`src/two_level_direct_mapped_cache_unit_defines.svh`:
```
// Assertion macros for the two-level cache unit.
// Assertions are sampled on clk_i and are off while rst_ni is low.
`ifndef TWO_LEVEL_DIRECT_MAPPED_CACHE_UNIT_DEFINES_SVH
`define TWO_LEVEL_DIRECT_MAPPED_CACHE_UNIT_DEFINES_SVH

`ifndef SYNTHESIS
`define TLC_ASSERT(lbl, prop) \
  lbl: assert property (@(posedge clk_i) disable iff (!rst_ni) prop) \
    else $error("%m: check failed");
`define TLC_ASSERT_NEVER(lbl, cond) `TLC_ASSERT(lbl, !(cond))
`else
`define TLC_ASSERT(lbl, prop)
`define TLC_ASSERT_NEVER(lbl, cond)
`endif

`endif

```
`src/tlc_pkg.sv`:
```
package tlc_pkg;

  localparam int unsigned DataW     = 32;
  localparam int unsigned AddrW     = 8;
  localparam int unsigned MemWords  = 256;
  localparam int unsigned LineWords = 4;
  localparam int unsigned L1Lines   = 4;
  localparam int unsigned L2Lines   = 8;

  // Line size and line counts are powers of two: offset and index are address bits.
  localparam int unsigned OffW = $clog2(LineWords);
  localparam int unsigned BlkW = AddrW - OffW;
  localparam int unsigned CntW = $clog2(LineWords + 1);
  localparam int unsigned SrcW = 2;

  typedef enum logic {
    OP_READ = 1'b0,
    OP_LOAD = 1'b1
  } tlc_op_e;

  typedef enum logic [SrcW-1:0] {
    SRC_L1   = 2'd0,
    SRC_L2   = 2'd1,
    SRC_MEM  = 2'd2,
    SRC_LOAD = 2'd3
  } tlc_src_e;

  typedef enum logic [1:0] {
    ST_IDLE,
    ST_DECIDE,
    ST_FILL,
    ST_RESP
  } tlc_state_e;

  // Line fill command from the sequencer to one cache level.
  typedef struct packed {
    logic             word_we;
    logic [OffW-1:0]  word_off;
    logic [DataW-1:0] word;
    logic             tag_we;
  } tlc_fill_t;

endpackage

```
`src/tlc_level.sv`:
```
module tlc_level #(
  parameter int unsigned Lines = tlc_pkg::L1Lines
) (
  input  logic                       clk_i,
  input  logic                       rst_ni,
  input  logic [tlc_pkg::BlkW-1:0]   blk_i,
  input  logic                       rd_en_i,
  input  logic [tlc_pkg::AddrW-1:0]  rd_addr_i,
  input  tlc_pkg::tlc_fill_t         fill_i,
  output logic                       hit_o,
  output logic [tlc_pkg::DataW-1:0]  rd_data_o
);

  localparam int unsigned IdxW  = $clog2(Lines);
  localparam int unsigned Words = Lines * tlc_pkg::LineWords;

  logic [Lines-1:0]              valid_q;
  logic [tlc_pkg::BlkW-1:0]      tag_q [Lines];
  logic [tlc_pkg::DataW-1:0]     words_q [Words];
  logic [tlc_pkg::DataW-1:0]     rd_data_q;
  logic [IdxW-1:0]               line;
  logic [IdxW-1:0]               rd_line;
  logic [tlc_pkg::OffW-1:0]      rd_off;

  assign line    = blk_i[IdxW-1:0];
  assign rd_line = rd_addr_i[tlc_pkg::OffW +: IdxW];
  assign rd_off  = rd_addr_i[tlc_pkg::OffW-1:0];

  assign hit_o     = valid_q[line] && (tag_q[line] == blk_i);
  assign rd_data_o = rd_data_q;

  always_ff @(posedge clk_i or negedge rst_ni) begin
    if (!rst_ni) begin
      valid_q <= '0;
      for (int i = 0; i < Lines; i++) begin
        tag_q[i] <= '0;
      end
    end else if (fill_i.tag_we) begin
      valid_q[line] <= 1'b1;
      tag_q[line]   <= blk_i;
    end
  end

  always_ff @(posedge clk_i) begin
    if (fill_i.word_we) begin
      words_q[{line, fill_i.word_off}] <= fill_i.word;
    end
    if (rd_en_i) begin
      rd_data_q <= words_q[{rd_line, rd_off}];
    end
  end

endmodule

```
`config.mk`:
```
export PLATFORM = sky130hd
export DESIGN_NAME = tlc_level
export DESIGN_NICKNAME = d
export VERILOG_FILES = /design/src/two_level_direct_mapped_cache_unit_defines.svh /design/src/tlc_pkg.sv /design/src/tlc_level.sv
export SDC_FILE = /design/constraint.sdc
export NUM_CORES = 1
export LEC_CHECK = 0
export BUFFER_PORTS_ARGS = -buffer_cell sky130_fd_sc_hd__buf_2
export CAP_MARGIN = 5
export CORE_AREA = 3 3 223 225
export CTS_CLUSTER_SIZE = 40
export DETAILED_ROUTE_END_ITERATION = 6
export DIE_AREA = 0 0 226 228
export SYNTH_ARGS = -nofsm -noshare
export SYNTH_HDL_FRONTEND = slang
export SYNTH_SLANG_ARGS = --single-unit
```
`constraint.sdc`:
```
create_clock -name clk_i -period 4.2 [get_ports clk_i]
set_clock_uncertainty 0.15 [all_clocks]
set_input_delay 0.21 -clock clk_i [delete_from_list [all_inputs] [get_ports clk_i]]
set_output_delay 0.21 -clock clk_i [all_outputs]
set_load 0.02 [all_outputs]
```
# Word-level counts from Yosys, hierarchy flattened
# Memories as Yosys holds them, arrays and structs flattened. A register that Yosys moved wholly into a read port is not among the register bits.
# Index checks and enable logic that the tools add are counted.
# W data, S select, Z words.
# classes
magnitude_cmp,4
eq_ne,1
n_mux,12
bitwise_logic,2
n_reduce_logical,3
# op_table
cell,count
$bwmux W24,1
$mux W6,3
$bmux W6 S2,1
$demux W6 S2,1
$eq A6 B6 Y1,1
$mux W1,4
$or A4 B4 Y4,1
$ge A3 B3 Y1 const B,1
$logic_and A1 B1 Y1,3
$lt A2 B3 Y1 const B,1
$lt A3 B1 Y1 const B,1
$not A2 Y3,1
$bmux W1 S2,1
$demux W1 S2,1
$ge A2 B1 Y1 const B,1
# word_totals
register_bits,28
mem_bits_rw,512
in_bits,53
output_inout_bits,33
wordCells,28
mem_count,1
# memory_table
memory,words,word_bits,rd,rd_ports_with_merged_regs,write_ports,line_no,text
words_q,16,32,1,1,1,tlc_level.sv:19,logic [tlc_pkg::DataW-1:0] words_q [Words];

# Depth between registers and ports, before layout
# logic_depth
word_depth,6
ltp_mapped,6

# Worst setup path before layout
# Ideal clock, no wire load.
# synth_timing
kind,input to register
from,input fill_i[34] (netlist name)
to,memory words_q[0][0] (netlist name) (enable)
setup_time_ns,0.461
arrival_time_ns,2.929
path_slack_ns,0.660
stages,2
n_path_buf,0
path_cell_list,or3b_2 nor3_1
# synth_rtl
item,line_no,text
from (decl),tlc_level.sv:9,"input tlc_pkg::tlc_fill_t fill_i,"
to (decl),tlc_level.sv:19,
# Straight into the memory's write port.

# Final worst setup path
# layout_timing
from,register tag_q[2] (netlist name)
to,output hit_o
# layout_between
elab_chain_len,5
# layout_lines
item,line_no,text
from (decl),tlc_level.sv:18,logic [tlc_pkg::BlkW-1:0] tag_q [Lines];
"from (signal, indexed assignment)",tlc_level.sv:40,tag_q[line] <= blk_i;
$bmux W6 S2,tlc_level.sv:29,assign hit_o = valid_q[line] && (tag_q[line] == blk_i);
$mux W6 (implied by the code) (2 in series),tlc_level.sv:29,
$eq A6 B6 Y1,tlc_level.sv:29,
$logic_and A1 B1 Y1,tlc_level.sv:29,
to (decl),tlc_level.sv:10,"output logic hit_o,"
# Every way passes these cells. The select of a mux whose other input is x is not followed.

==> qor.log <==
INFO  synth          synthTopCellsByCount=544 x edfxtp_1, 158 x mux4_2, 28 x dfrtp_1, 16 x buf_2, 16 x mux2_2
INFO  synth          synth_xor_xnor_area_share=0.00163
INFO  die            design.core.area=0.0477sqmm
INFO  clock_network  clock_insertion_delay_worst_skew=0.61ns
INFO  critical_path  rr_startpoint=words_q[15][31]
INFO  power          sequential_share_of_power=0.526
INFO  global_routing pin_count_of_the_biggest_net_entering_global_routing=49
INFO  synth          synthArstFlopShare=0.0490
INFO  synth          synth.top_cells.by_area=edfxtp_1 76%, mux4_2 17%, dfrtp_1 3.3%
INFO  die            die-area=0.0515sqmm
INFO  routing        detail_route.wirelength=43600um
INFO  timing         worst_pin_slew=1.02ns
INFO  synth          post-synth-top-count-cell=edfxtp_1
INFO  timing         post-route-period-util=0.648
INFO  die            ios=86
INFO  synth          ys_dominant_reg_cell=edfxtp_1
INFO  die            die_h=228um
INFO  global_routing number_of_global_route_vias_before_repair=10.1k
INFO  power          share_comb_of_total_power=0.054
INFO  clock_network  clock_tree.root_cell=clkbuf_16
INFO  global_routing initial_antenna_violation_count=1
INFO  routing        final_antenna_net_count=0
INFO  outcome        status=completed
INFO  clock_network  clockBufferDepth=3
INFO  power          switching_part_of_the_total=0.202
INFO  clock_network  cts_hold_repair.buffers=41
INFO  power          power_frac_clock=0.420
INFO  clock_network  cts_max_level=2
INFO  die            rows=80
INFO  min_path       hp-class=in -> reg
INFO  synth          yosysSeqAreaShare=0.791
INFO  clock_network  cts_tree=done
INFO  timing         max_freq=367MHz
INFO  power          net-switching-power=2.48mW
INFO  synth          netlist.top_cell.by_area=edfxtp_1
INFO  synth          synthesis.yosys.warnings=0
INFO  synth          synth.distinct_cells=29
INFO  placement      placed_cells_incl_taps=1531
INFO  global_routing global_route.overflow_total=0
INFO  global_routing global_route.usage.total=0.174
INFO  timing         final.setup.tns=0ns
INFO  placement      portBuffers=81
INFO  run            timing.max_cap.violations=0
INFO  synth          synth-seq-cells=572
INFO  placement      gpl_wtd_cong=0.670
INFO  routing        routed-via-count=9368
INFO  timing         final_hold_viol_count=0
INFO  global_routing grt_first_pass_wirelength=65700um
INFO  placement      place.detailed.hpwl=21800um
INFO  synth          synth_mux_area_frac=0.182
INFO  clock_network  tritoncts.num_buffers=58
INFO  timing         grt_setup_unrepaired=no
INFO  critical_path  setup.worst_path.start_class=flop
INFO  routing        drt-vias-per-instance=5.59
INFO  critical_path  critical_path.max_fanout=2
INFO  synth          mappedNetlistNets=895
INFO  synth          synth_fa_ha_area_frac=0
INFO  power          cell_int_power=9.80mW
INFO  synth          avgSynthCellArea=25.6squm
INFO  timing         setup_violations=0
INFO  min_path       hold_start=blk_i[1]
INFO  clock_network  clkTransAtPathRegs=0.06ns
INFO  critical_path  critical_path_class=reg -> out
INFO  synth          gate_count_after_technology_mapping=842
INFO  synth          synthesis.area=0.0215sqmm
INFO  clock_network  cts_setup_buffers=0
INFO  critical_path  timing.critical_path.arrival=2.36ns
INFO  routing        detailedRoute.firstIterationViolations=943
INFO  final_layout   antenna_cells_inserted=0
INFO  timing         timing.final.ws_setup=1.48ns
INFO  power          static_leakage=8.11nW
INFO  final_layout   num-nets-final=1070
INFO  die            die_width=226um
INFO  die            floorplan.initialDensity=0.451
INFO  routing        drc=0
INFO  routing        detail_route.first_pass.iterations=4
INFO  synth          yosysTopAreaCellShare=0.759
INFO  routing        post_dr_wirelength_cell=26.0um
INFO  final_layout   fraction_of_layout_instances_using_a_drive_strength_above_1=0.367
INFO  critical_path  setup.worst_path.start=tag_q[2]
INFO  synth          synth_simple_gate_area_frac=0.0109
INFO  final_layout   flow.area_growth_from_synthesis=16.8%
INFO  critical_path  cp.required=3.84ns
INFO  synth          synth_compound_area_frac=0.00116
INFO  timing         period_minus_slack=2.72ns
INFO  critical_path  worst_setup_path_end_kind=output port
INFO  final_layout   final-instance-count-excl-fill=1676
INFO  clock_network  cts_resized=0
INFO  timing         final-max-slew-violation-count=0
INFO  power          power_density=488mW/mm^2
INFO  clock_network  cts_sinks=572
INFO  placement      pre_cts_slack=1.50ns
INFO  power          ir_worst_vdd=0.317mV
INFO  synth          synth_enable_flop_cells=544
INFO  timing         maxSlewHeadroom=0.320
INFO  synth          synth_top_family_by_area=multiplexers
-- worst max-delay path, cell delays in order, from the launching register on --
cell and delay (ns):
dfrtp_1 0.38, mux4_2 0.48, xnor2_1 0.21, o2111ai_1 0.15, nor4_1 0.33, buf_2 0.22
-- worst paths after layout --
| path | endpoint | slack (ns) | depth (start not counted) |
|---|---|---|---|
| worst max-delay path | hit_o | 1.48 | 5 |
| worst min-delay path | tag_q[18] | 0.16 | 3 |
| worst max register to register | rd_data_o[31] | 2.39 | 2 |
| worst min register to register | tag_q[12] | 0.30 | 2 |
| max in group asynchronous | tag_q[21] | 3.28 | 4 |
| min in group asynchronous | tag_q[5] | 0.46 | 4 |
-- cell families (layout without fill, tap and decap cells) --
kind of cell / count (synthesis) / in the layout
simple gates: 42 / 42
flops: 572 / 572
mux: 181 / 181
compound gates: 3 / 3
xor+xnor: 4 / 4
buf+inv: 40 / 259
-- layout make-up --
class,count,area (sq um)
clock inverter,37,422
fill,3640,22600
inverter,1,3.75
clock buffer,67,1490
sequential,572,17000
multi-input combinational,230,4330
tap,615,769
timing repair buffer,154,1110
-- per-layer routing --
metal	GRT usage	wire [um]
met1	0.255	19100
met2	0.277	21600
met3	0.0356	2330
met4	0.0373	614
met5	0	7
-- through the flow --
stage / power [mW] / utilization / instance area [sq um] / hold WS [ns]
after floorplan: 6.98 / - / 21500 / -0.236
after global placement: 7.21 / 0.478 / 22800 / 0.102
after detailed placement: 7.23 / 0.478 / 22800 / 0.111
after CTS: 12.4 / 0.527 / 25200 / 0.130
after global routing: 12.7 / 0.527 / 25200 / 0.203
final: 12.3 / 0.527 / 25200 / 0.157
-- placed cells by master, fill, tap and decap left out, types with 2 or more instances in the layout --
master           n
nand2_1          2
buf_4           30
nand3_1          3
dfrtp_1         28
nand3b_1         5
clkinv_1        13
clkbuf_16       58
mux2_2          16
buf_12           4
nor3_2           4
bufinv_16        9
dlygate4sd3_1   40
clkinvlp_4       2
nor2_4          12
buf_2           79
clkbuf_1         9
xor2_1           3
clkinv_2         9
inv_6            2
nor2b_1          2
and2_1           2
edfxtp_1       544
nand2b_1         8
mux4_1           7
mux4_2         158
-- power by group through the flow --
stage / Clock [mW] / Combinational, mW / Sequential (mW)
CTS: 5.28 / 0.681 / 6.47
finish: 5.16 / 0.663 / 6.46
global placement: 0 / 0.635 / 6.58
global route: 5.51 / 0.719 / 6.48
detailed placement: 0 / 0.647 / 6.58
floorplan: 0 / 0.371 / 6.61
-- sequential cells by signal, summed over array words and instances, names as in the netlist --
| name | flops |
|---|---|
| words_q | 512 |
| tag_q | 24 |
| valid_q | 4 |
| rd_data_o | 32 |
Power figures use the tool's default switching activity.
